==> config.mk <==
export PLATFORM = sky130hd
export DESIGN_NAME = point_in_polygon_test_core
export DESIGN_NICKNAME = d
export VERILOG_FILES = /design/src/hw/rtl/ptp_pkg.sv /design/src/hw/rtl/point_in_polygon_test_core.sv /design/src/hw/rtl/ptp_front.sv /design/src/hw/rtl/ptp_queue.sv /design/src/hw/rtl/ptp_back.sv
export SDC_FILE = /design/constraint.sdc
export NUM_CORES = 2
export LEC_CHECK = 0
export BUFFER_PORTS_ARGS = -buffer_cell sky130_fd_sc_hd__buf_4
export CORE_MARGIN = 3
export CORE_UTILIZATION = 67
export CTS_BUF_LIST = sky130_fd_sc_hd__clkbuf_2
export DETAILED_ROUTE_END_ITERATION = 10
export PLACE_DENSITY = 0.95
export SETUP_SLACK_MARGIN = 0.1
export SYNTH_ARGS = -nofsm -noshare
export SYNTH_HDL_FRONTEND = slang
export SYNTH_SLANG_ARGS = --single-unit
==> constraint.sdc <==
create_clock -name clk -period 12.5 [get_ports clk]
set_clock_uncertainty 0.1 [all_clocks]
set_input_delay 1.25 -clock clk [delete_from_list [all_inputs] [get_ports clk]]
set_output_delay 1.25 -clock clk [all_outputs]
set_load 0.02 [all_outputs]
==> src/hw/rtl/ptp_pkg.sv <==
// Shared constants, command type and helpers for the point-in-polygon test core.
package ptp_pkg;

    localparam int COORD_BITS  = 16;                 // signed Q12.4 coordinate width
    localparam int DIFF_W      = COORD_BITS + 1;     // width of a coordinate difference
    localparam int TD_W        = 11;                 // touch_distance register width
    localparam int R_W         = TD_W + 4;           // touch radius in Q12.4 units
    localparam int MUL_W       = (DIFF_W > R_W + 2) ? DIFF_W : R_W + 2;
    localparam int PROD_W      = 2 * MUL_W;
    localparam int SUM_W       = PROD_W + 1;
    localparam logic [TD_W-1:0] TOUCH_RESET = TD_W'(20);

    // Command queue, depth must be a power of two
    localparam int QUEUE_DEPTH = 4;
    localparam int QPTR_W      = $clog2(QUEUE_DEPTH);
    localparam int QCNT_W      = $clog2(QUEUE_DEPTH + 1);

    // Command codes
    localparam int OP_W = 3;
    localparam logic [OP_W-1:0] OP_FIRST  = 3'd0;  // open polygon, no result
    localparam logic [OP_W-1:0] OP_MID    = 3'd1;  // one edge, no result
    localparam logic [OP_W-1:0] OP_LAST   = 3'd2;  // edge plus closing edge, result
    localparam logic [OP_W-1:0] OP_SINGLE = 3'd3;  // one-vertex touch test, result
    localparam logic [OP_W-1:0] OP_EMPTY  = 3'd4;  // empty polygon, result 0

    typedef struct packed {
        logic [OP_W-1:0]              op;
        logic signed [COORD_BITS-1:0] qx;
        logic signed [COORD_BITS-1:0] qy;
        logic signed [COORD_BITS-1:0] vx;
        logic signed [COORD_BITS-1:0] vy;
        logic signed [COORD_BITS-1:0] px;
        logic signed [COORD_BITS-1:0] py;
        logic signed [COORD_BITS-1:0] sx;
        logic signed [COORD_BITS-1:0] sy;
    } ptp_cmd_t;

    // Sign-extend a coordinate to multiplier operand width
    function automatic logic signed [MUL_W-1:0] ext_coord(
        input logic signed [COORD_BITS-1:0] v
    );
        ext_coord = {{(MUL_W - COORD_BITS){v[COORD_BITS-1]}}, v};
    endfunction

    // Sign-extend a product to sum width
    function automatic logic signed [SUM_W-1:0] ext_prod(
        input logic signed [PROD_W-1:0] p
    );
        ext_prod = {p[PROD_W-1], p};
    endfunction

endpackage

==> src/hw/rtl/point_in_polygon_test_core.sv <==
// Point-in-polygon test core (crossing number), top level.
//
// Polygons stream in one vertex per request, first and last vertex marked; the
// query point is taken from the first request. Each edge, plus the closing edge
// back to the first vertex, toggles a parity bit when it spans the query y and
// crosses strictly right of the query x, using an exact cross-multiplication.
// One result follows each last vertex, each one-vertex polygon (inside when
// within touch_distance whole pixels, inclusive) and each empty-shape request
// (always outside). Throughput is one vertex per clock while the output is not
// held back by out_ready: each request becomes a single command, and the edge
// pipeline evaluates both edges of a last vertex in parallel with four
// multipliers. An accepted command passes from the queue into the difference
// register, then into the product register, and the compare then loads the
// output register that drives out_valid. Input ready depends only on queue
// occupancy, and the result register lets a new request in while a result
// waits. touch_distance is written through cfg_we/cfg_wdata and must only
// change while the core is idle.
module point_in_polygon_test_core (
    input  logic                                 clk,
    input  logic                                 rst_n,
    input  logic                                 cfg_we,
    input  logic [ptp_pkg::TD_W-1:0]             cfg_wdata,
    input  logic                                 in_valid,
    output logic                                 in_ready,
    input  logic signed [ptp_pkg::COORD_BITS-1:0] query_x,
    input  logic signed [ptp_pkg::COORD_BITS-1:0] query_y,
    input  logic signed [ptp_pkg::COORD_BITS-1:0] vertex_x,
    input  logic signed [ptp_pkg::COORD_BITS-1:0] vertex_y,
    input  logic                                 first_vertex,
    input  logic                                 last_vertex,
    input  logic                                 empty_shape,
    output logic                                 out_valid,
    input  logic                                 out_ready,
    output logic                                 inside_res
);

    logic [ptp_pkg::TD_W-1:0] touch_distance_reg;
    logic                     push_valid, push_ready, pop_valid, pop_ready;
    ptp_pkg::ptp_cmd_t        push_cmd, pop_cmd;

    // Touch radius register, whole pixels
    always_ff @(posedge clk or negedge rst_n)
    begin
        if (!rst_n)
            touch_distance_reg <= ptp_pkg::TOUCH_RESET;
        else if (cfg_we)
            touch_distance_reg <= cfg_wdata;
    end

    // Front end owns the held query, first and previous vertex
    ptp_front u_front (
        .clk          (clk),
        .rst_n        (rst_n),
        .in_valid     (in_valid),
        .in_ready     (in_ready),
        .query_x      (query_x),
        .query_y      (query_y),
        .vertex_x     (vertex_x),
        .vertex_y     (vertex_y),
        .first_vertex (first_vertex),
        .last_vertex  (last_vertex),
        .empty_shape  (empty_shape),
        .push_valid   (push_valid),
        .push_ready   (push_ready),
        .push_cmd     (push_cmd)
    );

    // Decouples front-end accepts from back-end stalls
    ptp_queue u_queue (
        .clk        (clk),
        .rst_n      (rst_n),
        .push_valid (push_valid),
        .push_ready (push_ready),
        .push_cmd   (push_cmd),
        .pop_valid  (pop_valid),
        .pop_ready  (pop_ready),
        .pop_cmd    (pop_cmd)
    );

    // Edge tests, parity and the result register
    ptp_back u_back (
        .clk            (clk),
        .rst_n          (rst_n),
        .touch_distance (touch_distance_reg),
        .pop_valid      (pop_valid),
        .pop_ready      (pop_ready),
        .pop_cmd        (pop_cmd),
        .out_valid      (out_valid),
        .out_ready      (out_ready),
        .inside_res     (inside_res)
    );

endmodule

==> src/hw/rtl/ptp_front.sv <==
// Front end: takes vertex requests, tracks polygon state, issues edge commands.
module ptp_front (
    input  logic                                 clk,
    input  logic                                 rst_n,
    input  logic                                 in_valid,
    output logic                                 in_ready,
    input  logic signed [ptp_pkg::COORD_BITS-1:0] query_x,
    input  logic signed [ptp_pkg::COORD_BITS-1:0] query_y,
    input  logic signed [ptp_pkg::COORD_BITS-1:0] vertex_x,
    input  logic signed [ptp_pkg::COORD_BITS-1:0] vertex_y,
    input  logic                                 first_vertex,
    input  logic                                 last_vertex,
    input  logic                                 empty_shape,
    output logic                                 push_valid,
    input  logic                                 push_ready,
    output ptp_pkg::ptp_cmd_t                    push_cmd
);

    logic signed [ptp_pkg::COORD_BITS-1:0] held_qx_reg, held_qy_reg;
    logic signed [ptp_pkg::COORD_BITS-1:0] start_x_reg, start_y_reg;
    logic signed [ptp_pkg::COORD_BITS-1:0] prior_x_reg, prior_y_reg;
    logic                                  take;

    assign in_ready   = push_ready;
    assign push_valid = in_valid;
    assign take       = in_valid && push_ready;

    always_comb
    begin
        push_cmd.qx = first_vertex ? query_x : held_qx_reg;
        push_cmd.qy = first_vertex ? query_y : held_qy_reg;
        push_cmd.vx = vertex_x;
        push_cmd.vy = vertex_y;
        push_cmd.px = prior_x_reg;
        push_cmd.py = prior_y_reg;
        push_cmd.sx = start_x_reg;
        push_cmd.sy = start_y_reg;
        if (empty_shape)
            push_cmd.op = ptp_pkg::OP_EMPTY;
        else if (first_vertex && last_vertex)
            push_cmd.op = ptp_pkg::OP_SINGLE;
        else if (first_vertex)
            push_cmd.op = ptp_pkg::OP_FIRST;
        else if (last_vertex)
            push_cmd.op = ptp_pkg::OP_LAST;
        else
            push_cmd.op = ptp_pkg::OP_MID;
    end

    // Empty requests leave the held polygon state alone
    always_ff @(posedge clk or negedge rst_n)
    begin
        if (!rst_n)
        begin
            held_qx_reg <= '0;
            held_qy_reg <= '0;
            start_x_reg <= '0;
            start_y_reg <= '0;
            prior_x_reg <= '0;
            prior_y_reg <= '0;
        end
        else if (take && !empty_shape)
        begin
            if (first_vertex)
            begin
                held_qx_reg <= query_x;
                held_qy_reg <= query_y;
                start_x_reg <= vertex_x;
                start_y_reg <= vertex_y;
            end
            prior_x_reg <= vertex_x;
            prior_y_reg <= vertex_y;
        end
    end

endmodule

==> src/hw/rtl/ptp_queue.sv <==
// Short command queue between the front end and the edge pipeline.
module ptp_queue (
    input  logic              clk,
    input  logic              rst_n,
    input  logic              push_valid,
    output logic              push_ready,
    input  ptp_pkg::ptp_cmd_t push_cmd,
    output logic              pop_valid,
    input  logic              pop_ready,
    output ptp_pkg::ptp_cmd_t pop_cmd
);

    ptp_pkg::ptp_cmd_t               entry_reg [ptp_pkg::QUEUE_DEPTH];
    logic [ptp_pkg::QPTR_W-1:0]      wr_ptr_reg, rd_ptr_reg;
    logic [ptp_pkg::QCNT_W-1:0]      count_reg;
    logic                            do_push, do_pop;

    assign push_ready = (count_reg != ptp_pkg::QCNT_W'(ptp_pkg::QUEUE_DEPTH));
    assign pop_valid  = (count_reg != '0);
    assign do_push    = push_valid && push_ready;
    assign do_pop     = pop_valid && pop_ready;
    assign pop_cmd    = entry_reg[rd_ptr_reg];

    always_ff @(posedge clk)
    begin
        if (do_push)
            entry_reg[wr_ptr_reg] <= push_cmd;
    end

    always_ff @(posedge clk or negedge rst_n)
    begin
        if (!rst_n)
        begin
            wr_ptr_reg <= '0;
            rd_ptr_reg <= '0;
            count_reg  <= '0;
        end
        else
        begin
            if (do_push)
                wr_ptr_reg <= wr_ptr_reg + ptp_pkg::QPTR_W'(1);
            if (do_pop)
                rd_ptr_reg <= rd_ptr_reg + ptp_pkg::QPTR_W'(1);
            if (do_push && !do_pop)
                count_reg <= count_reg + ptp_pkg::QCNT_W'(1);
            else if (do_pop && !do_push)
                count_reg <= count_reg - ptp_pkg::QCNT_W'(1);
        end
    end

endmodule

==> src/hw/rtl/ptp_back.sv <==
// Edge pipeline: differences, cross products, compare and parity, result register.
module ptp_back (
    input  logic                          clk,
    input  logic                          rst_n,
    input  logic [ptp_pkg::TD_W-1:0]      touch_distance,
    input  logic                          pop_valid,
    output logic                          pop_ready,
    input  ptp_pkg::ptp_cmd_t             pop_cmd,
    output logic                          out_valid,
    input  logic                          out_ready,
    output logic                          inside_res
);

    localparam int MW = ptp_pkg::MUL_W;
    localparam int PW = ptp_pkg::PROD_W;
    localparam int SW = ptp_pkg::SUM_W;

    // Stage A: differences
    logic                  a_valid_reg;
    logic [ptp_pkg::OP_W-1:0] a_op_reg;
    logic                  a_span0_reg, a_span1_reg;
    logic signed [MW-1:0]  a_den0_reg, a_qa0_reg, a_pb0_reg, a_qc0_reg;
    logic signed [MW-1:0]  a_den1_reg, a_qa1_reg, a_pb1_reg, a_qc1_reg;

    // Stage B: products
    logic                  b_valid_reg;
    logic [ptp_pkg::OP_W-1:0] b_op_reg;
    logic                  b_span0_reg, b_span1_reg, b_pos0_reg, b_pos1_reg;
    logic signed [PW-1:0]  b_m0_reg, b_m1_reg, b_m2_reg, b_m3_reg;

    logic                  parity_reg, parity_next;
    logic                  out_valid_reg, inside_reg;

    logic signed [MW-1:0]  qx, qy, vx, vy, px, py, sx, sy;
    logic signed [MW-1:0]  opa0, opb0, opa1, opb1, opa2, opb2, radius;
    logic                  single_b;
    logic                  c_need_out, c_go, b_free, a_free;
    logic                  hit0, hit1, inside_c, result_c;
    logic signed [SW-1:0]  dist2, touch2;

    assign qx = ptp_pkg::ext_coord(pop_cmd.qx);
    assign qy = ptp_pkg::ext_coord(pop_cmd.qy);
    assign vx = ptp_pkg::ext_coord(pop_cmd.vx);
    assign vy = ptp_pkg::ext_coord(pop_cmd.vy);
    assign px = ptp_pkg::ext_coord(pop_cmd.px);
    assign py = ptp_pkg::ext_coord(pop_cmd.py);
    assign sx = ptp_pkg::ext_coord(pop_cmd.sx);
    assign sy = ptp_pkg::ext_coord(pop_cmd.sy);

    // Stage C decides; a result only waits on the output register
    assign c_need_out = (b_op_reg == ptp_pkg::OP_LAST) || (b_op_reg == ptp_pkg::OP_SINGLE) ||
                        (b_op_reg == ptp_pkg::OP_EMPTY);
    assign c_go       = b_valid_reg && (!c_need_out || !out_valid_reg || out_ready);
    assign b_free     = !b_valid_reg || c_go;
    assign a_free     = !a_valid_reg || b_free;
    assign pop_ready  = a_free;

    always_ff @(posedge clk or negedge rst_n)
    begin
        if (!rst_n)
        begin
            a_valid_reg <= 1'b0;
            b_valid_reg <= 1'b0;
        end
        else
        begin
            if (a_free)
                a_valid_reg <= pop_valid;
            if (b_free)
                b_valid_reg <= a_valid_reg;
        end
    end

    // Edge 0: prior -> vertex. Edge 1: vertex -> start (closing edge).
    always_ff @(posedge clk)
    begin
        if (a_free && pop_valid)
        begin
            a_op_reg    <= pop_cmd.op;
            a_span0_reg <= (vy > qy) != (py > qy);
            a_span1_reg <= (sy > qy) != (vy > qy);
            a_den0_reg  <= py - vy;
            a_qa0_reg   <= qx - vx;
            a_pb0_reg   <= px - vx;
            a_qc0_reg   <= qy - vy;
            a_den1_reg  <= vy - sy;
            a_qa1_reg   <= qx - sx;
            a_pb1_reg   <= vx - sx;
            a_qc1_reg   <= qy - sy;
        end
    end

    // Single vertex reuses the multipliers: (q-v)^2 terms and radius^2
    assign single_b = (a_op_reg == ptp_pkg::OP_SINGLE);
    assign radius   = {{(MW - ptp_pkg::R_W){1'b0}}, touch_distance, 4'b0000};
    assign opa0     = a_qa0_reg;
    assign opb0     = single_b ? a_qa0_reg : a_den0_reg;
    assign opa1     = single_b ? a_qc0_reg : a_pb0_reg;
    assign opb1     = a_qc0_reg;
    assign opa2     = single_b ? radius : a_qa1_reg;
    assign opb2     = single_b ? radius : a_den1_reg;

    always_ff @(posedge clk)
    begin
        if (b_free && a_valid_reg)
        begin
            b_op_reg    <= a_op_reg;
            b_span0_reg <= a_span0_reg;
            b_span1_reg <= a_span1_reg;
            b_pos0_reg  <= !a_den0_reg[MW-1] && (a_den0_reg != '0);
            b_pos1_reg  <= !a_den1_reg[MW-1] && (a_den1_reg != '0);
            b_m0_reg    <= opa0 * opb0;
            b_m1_reg    <= opa1 * opb1;
            b_m2_reg    <= opa2 * opb2;
            b_m3_reg    <= a_pb1_reg * a_qc1_reg;
        end
    end

    // Stage C: crossing right of query when lhs < rhs (sense flips with den sign)
    assign hit0     = b_span0_reg && (b_pos0_reg ? (b_m0_reg < b_m1_reg) : (b_m1_reg < b_m0_reg));
    assign hit1     = b_span1_reg && (b_pos1_reg ? (b_m2_reg < b_m3_reg) : (b_m3_reg < b_m2_reg));
    assign dist2    = ptp_pkg::ext_prod(b_m0_reg) + ptp_pkg::ext_prod(b_m1_reg);
    assign touch2   = ptp_pkg::ext_prod(b_m2_reg);
    assign inside_c = !(touch2 < dist2);

    always_comb
    begin
        parity_next = parity_reg;
        result_c    = 1'b0;
        unique case (b_op_reg)
            ptp_pkg::OP_FIRST:
            begin
                parity_next = 1'b0;
            end
            ptp_pkg::OP_MID:
            begin
                parity_next = parity_reg ^ hit0;
            end
            ptp_pkg::OP_LAST:
            begin
                parity_next = parity_reg ^ hit0 ^ hit1;
                result_c    = parity_next;
            end
            ptp_pkg::OP_SINGLE:
            begin
                parity_next = 1'b0;
                result_c    = inside_c;
            end
            ptp_pkg::OP_EMPTY:
            begin
                parity_next = 1'b0;
            end
            default:
            begin
                parity_next = parity_reg;
            end
        endcase
    end

    always_ff @(posedge clk or negedge rst_n)
    begin
        if (!rst_n)
        begin
            parity_reg    <= 1'b0;
            out_valid_reg <= 1'b0;
        end
        else
        begin
            if (c_go)
                parity_reg <= parity_next;
            if (c_go && c_need_out)
                out_valid_reg <= 1'b1;
            else if (out_ready)
                out_valid_reg <= 1'b0;
        end
    end

    always_ff @(posedge clk)
    begin
        if (c_go && c_need_out)
            inside_reg <= result_c;
    end

    assign out_valid  = out_valid_reg;
    assign inside_res = inside_reg;

endmodule
==> qor_table.md <==
| Metric | This run |
| --- | --- |
| Outcome | finished, violations left |
| Violations in the final reports | design-rule violations |
| Count of input and output buffers | 85 |
| Cell variety after synth | 84 |
| Count of cells resized by post-cts repair | 0 |
| Initial antenna violation count | 24 |
| Number of buffers on the longest clock path | 3 |
| Io pins | 86 |
| Number of nets in the finished design | 9838 |
| Minimum setup slack among reg-to-reg paths | 3.75 ns |
| Vertical extent of the die | 366 um |
| Synthesized instance count | 7710 |
| Flip-flop count of the largest register, all copies and words added | 524 |
| Clk pin slew, worst setup/hold paths | 0.17 ns |
| Crit path largest cell delay | 0.96 ns |
| Routed WL per cell | 26.7 um |
| Biggest fanout along the worst timing path | 67 |
| Warning count from the yosys run | 0 |
| First-pass GRT wire length | 404 mm |
| Post-route cell area | 92500 um2 |
| Setup crit start | u_back.a_op_reg[2] |
| Residual overflow from global routing | 0 |
| Horizontal extent of the die | 366 um |
| Sinks on the clock net | 927 |
| Max-cap violations | 0 |
| Number of H-tree branching levels | 4 |
| TritonCTS Buffers | 219 |
| Setup slack of the critical path after layout | 3.75 ns |
| Placed Instance Area | 89200 um2 |
| Termination of the worst setup path | u_back.b_m2_reg[33] |
| Number of vias per cell after detailed routing | 6.48 |
| TritonCTS clock tree | yes |
| Placed wire-length estimate after detailed placement | 185 mm |
| Count of flip-flops with a built-in enable after synthesis | 809 |
| Final worst-path cycle share | 70.0% |
| Area added between synthesis and finish | 6.49% |
| Final Critical Period | 8.75 ns |
| Maximum achievable frequency | 114 MHz |
| Drt drc | 24 |
| Top library cells by usage in the layout, fill and taps aside | 1452 x inv_1, 1194 x fa_1, 809 x edfxtp_1 |
| HP Class | in2reg |
| Crit path capture type | flip-flop |
| Area of the mapped netlist | 86900 um2 |
| Via count | 63905 |
| Path depth of the worst reg2reg path | 24 |
| Critical path depth | 24 |
| Drt first pass iters | 11 |
| R2R Path Start | u_back.a_op_reg[2] |
| Clock latency of the later-clocked register in the worst-skew pair | 1.96 ns |
| Number of DRC markers in iteration 0 | 8436 |
| Post-synthesis async set-or-reset flop share | 12.7% |
| Setup Crit Path Kind | reg2reg |
| Row count | 131 |
| Setup repair after global routing missed its margin | false |
| Worst Path Required | 13.82 ns |
| Core ar. | 128000 um2 |
| Global-route total usage across every layer | 40.1% |
| Weighted congestion at the end of routability-driven global placement | 1.02 |
| Most used flip-flop cell after synthesis | edfxtp_1 |
| Slew at the pin with the worst max-slew slack | 1.23 ns |
| Worst-path cell chain | or2_4 -> buf_4 -> a21oi_1 -> nor2_1 -> fa_1 -> inv_1 -> fa_1 -> fa_1 -> inv_1 -> fa_1 -> fa_1 -> inv_1 -> fa_1 -> inv_1 -> ha_1 -> a21oi_1 -> o21ai_0 -> o211ai_1 -> a221oi_1 -> a31oi_1 -> o21a_1 -> o2111ai_1 -> a21oi_1 -> xnor2_1 |
| Leading cell type in the layout, fill and taps excluded | inv_1 |
| Total wire length after detailed routing | 263 mm |
| Fraction of the yosys area taken by sequential cells | 31.4% |
| Effective utilization at floorplan | 67.8% |
| Kind of cell adding the most delay to the critical path | adder cells |
| Antenna viol nets, final | 0 |
| Worst setup timing slack at the placement stage | 3.91 ns |
| Syn Nets | 9616 |
| Flip-flop and latch count after synthesis | 927 |
| Remaining max-slew budget at the tightest pin | 17.8% |
| Final Max Slew Viols | 0 |
| Final setup TNS | 0 ns |
| CP startpoint kind | flip-flop |
| Share of final-layout standard cells stronger than drive strength 1 | 9.97% |
| Most numerous cell on the critical path | fa_1 |
| Worst path buffer plus inverter count | 5 |
| Via count of the first global-routing pass | 68385 |
| Final setup vio count | 0 |
| Die area | 134000 um2 |
| Critical path data arrival time | 10.08 ns |
| Non-filler cells, final | 9866 |
| Slowest CP cell | a21oi_1 |
| Final-report hold violation count | 0 |
| Mean instance size in the synthesized netlist | 11.3 um2 |
| Cell chosen for the clock root | clkbuf_2 |
| Maximum number of pins on one net before global-route repair | 87 |
| # placed instances | 9339 |
| Post-CTS setup buffer count | 0 |
| Critical R2R Capture | u_back.b_m2_reg[33] |
==> cell type report <==
type / instances / area, um2
flip-flops and latches: 927 / 27300
inverters: 1453 / 5450
repair buffers: 235 / 2030
diodes: 13 / 32.5
clock inverters: 98 / 671
fillers: 7886 / 35600
clock buffers: 315 / 1580
multi-input cells: 5096 / 53400
well taps: 1729 / 2160
==> worst min path at each step <==
stage                     cells past startpoint                  endpoint          startpoint  slack (ns)
after floorplan                               0        u_back.b_span0_reg  u_back.a_span0_reg        0.30
after global placement                        0        u_back.b_span1_reg  u_back.a_span1_reg        0.32
after detailed placement                      0        u_back.b_span1_reg  u_back.a_span1_reg        0.31
after CTS                                     2  u_queue.entry_reg[3][89]         vertex_x[9]       0.002
after global routing                          2  u_queue.entry_reg[3][89]         vertex_x[9]        0.15
final                                         2  u_queue.entry_reg[3][89]         vertex_x[9]        0.11
==> cell families (layout without fill, tap and decap cells) <==
family                   Yosys count  in the layout  synth area share, %
XOR/XNOR                         264            264                 2.68
other                              0             13                    0
buffers and inverters           1687           2101                 7.31
multiplexers                     279            279                 5.30
adder cells (fa/ha/maj)         1823           1823                 36.6
flip-flops                       927            927                 31.4
AND/OR/NAND/NOR                 2008           2008                 11.4
AO/OA/AOI/OAI                    722            722                 5.41
==> what timing repair did <==
| action | in CTS | in global routing |
|---|---|---|
| endpoints found under the setup margin | 0 | 0 |
| hold buffers | 101 | 0 |
| endpoints found under the hold margin | 434 | 0 |
==> per-layer routing <==
metal  GRT usage, %  wire length [um]
met5              0                96
met4           29.4             24100
met3           13.2             35200
met2           61.6            119000
met1           47.3             84600
==> synthesized netlist by cell type (11+ instances only) <==
cell / instances / area, um2
buf_1: 26 / 97.6
nand2_1: 745 / 2800
a31oi_1: 26 / 163
a21boi_0: 17 / 128
and2_1: 321 / 2010
clkbuf_1: 198 / 743
mux2_2: 140 / 1580
edfxtp_1: 809 / 24300
inv_1: 1452 / 5450
a21oi_1: 215 / 1080
nand2b_1: 61 / 382
xor2_1: 59 / 517
nand3_1: 74 / 370
fa_1: 1194 / 23900
and3_1: 122 / 763
or3_1: 28 / 175
o21bai_1: 15 / 113
dfrtp_1: 116 / 2900
nand4_1: 29 / 181
ha_1: 629 / 7870
nor4_1: 23 / 144
a221oi_1: 11 / 96.3
a21o_1: 74 / 556
nor2_1: 274 / 1030
a41oi_1: 12 / 105
or2_2: 26 / 163
nor2b_1: 179 / 1120
o21ai_0: 135 / 676
o211ai_1: 24 / 180
xnor2_1: 204 / 1790
a211oi_1: 25 / 188
mux4_2: 131 / 2950
nor3_1: 90 / 450
o21a_1: 54 / 405
o31ai_1: 18 / 135
==> metrics by stage <==
step / hold WS (ns) / utilization (%)
3_3_place_gp: 0.317 / 69.6
4_1_cts: 0.00241 / 72.2
6_report: 0.112 / 72.2
2_1_floorplan: 0.300 / -
5_1_grt: 0.146 / 72.2
3_5_place_dp: 0.308 / 69.6
Power is not shown: default switching activity piles up to over one toggle a cycle in this logic, so the estimate is an artifact.
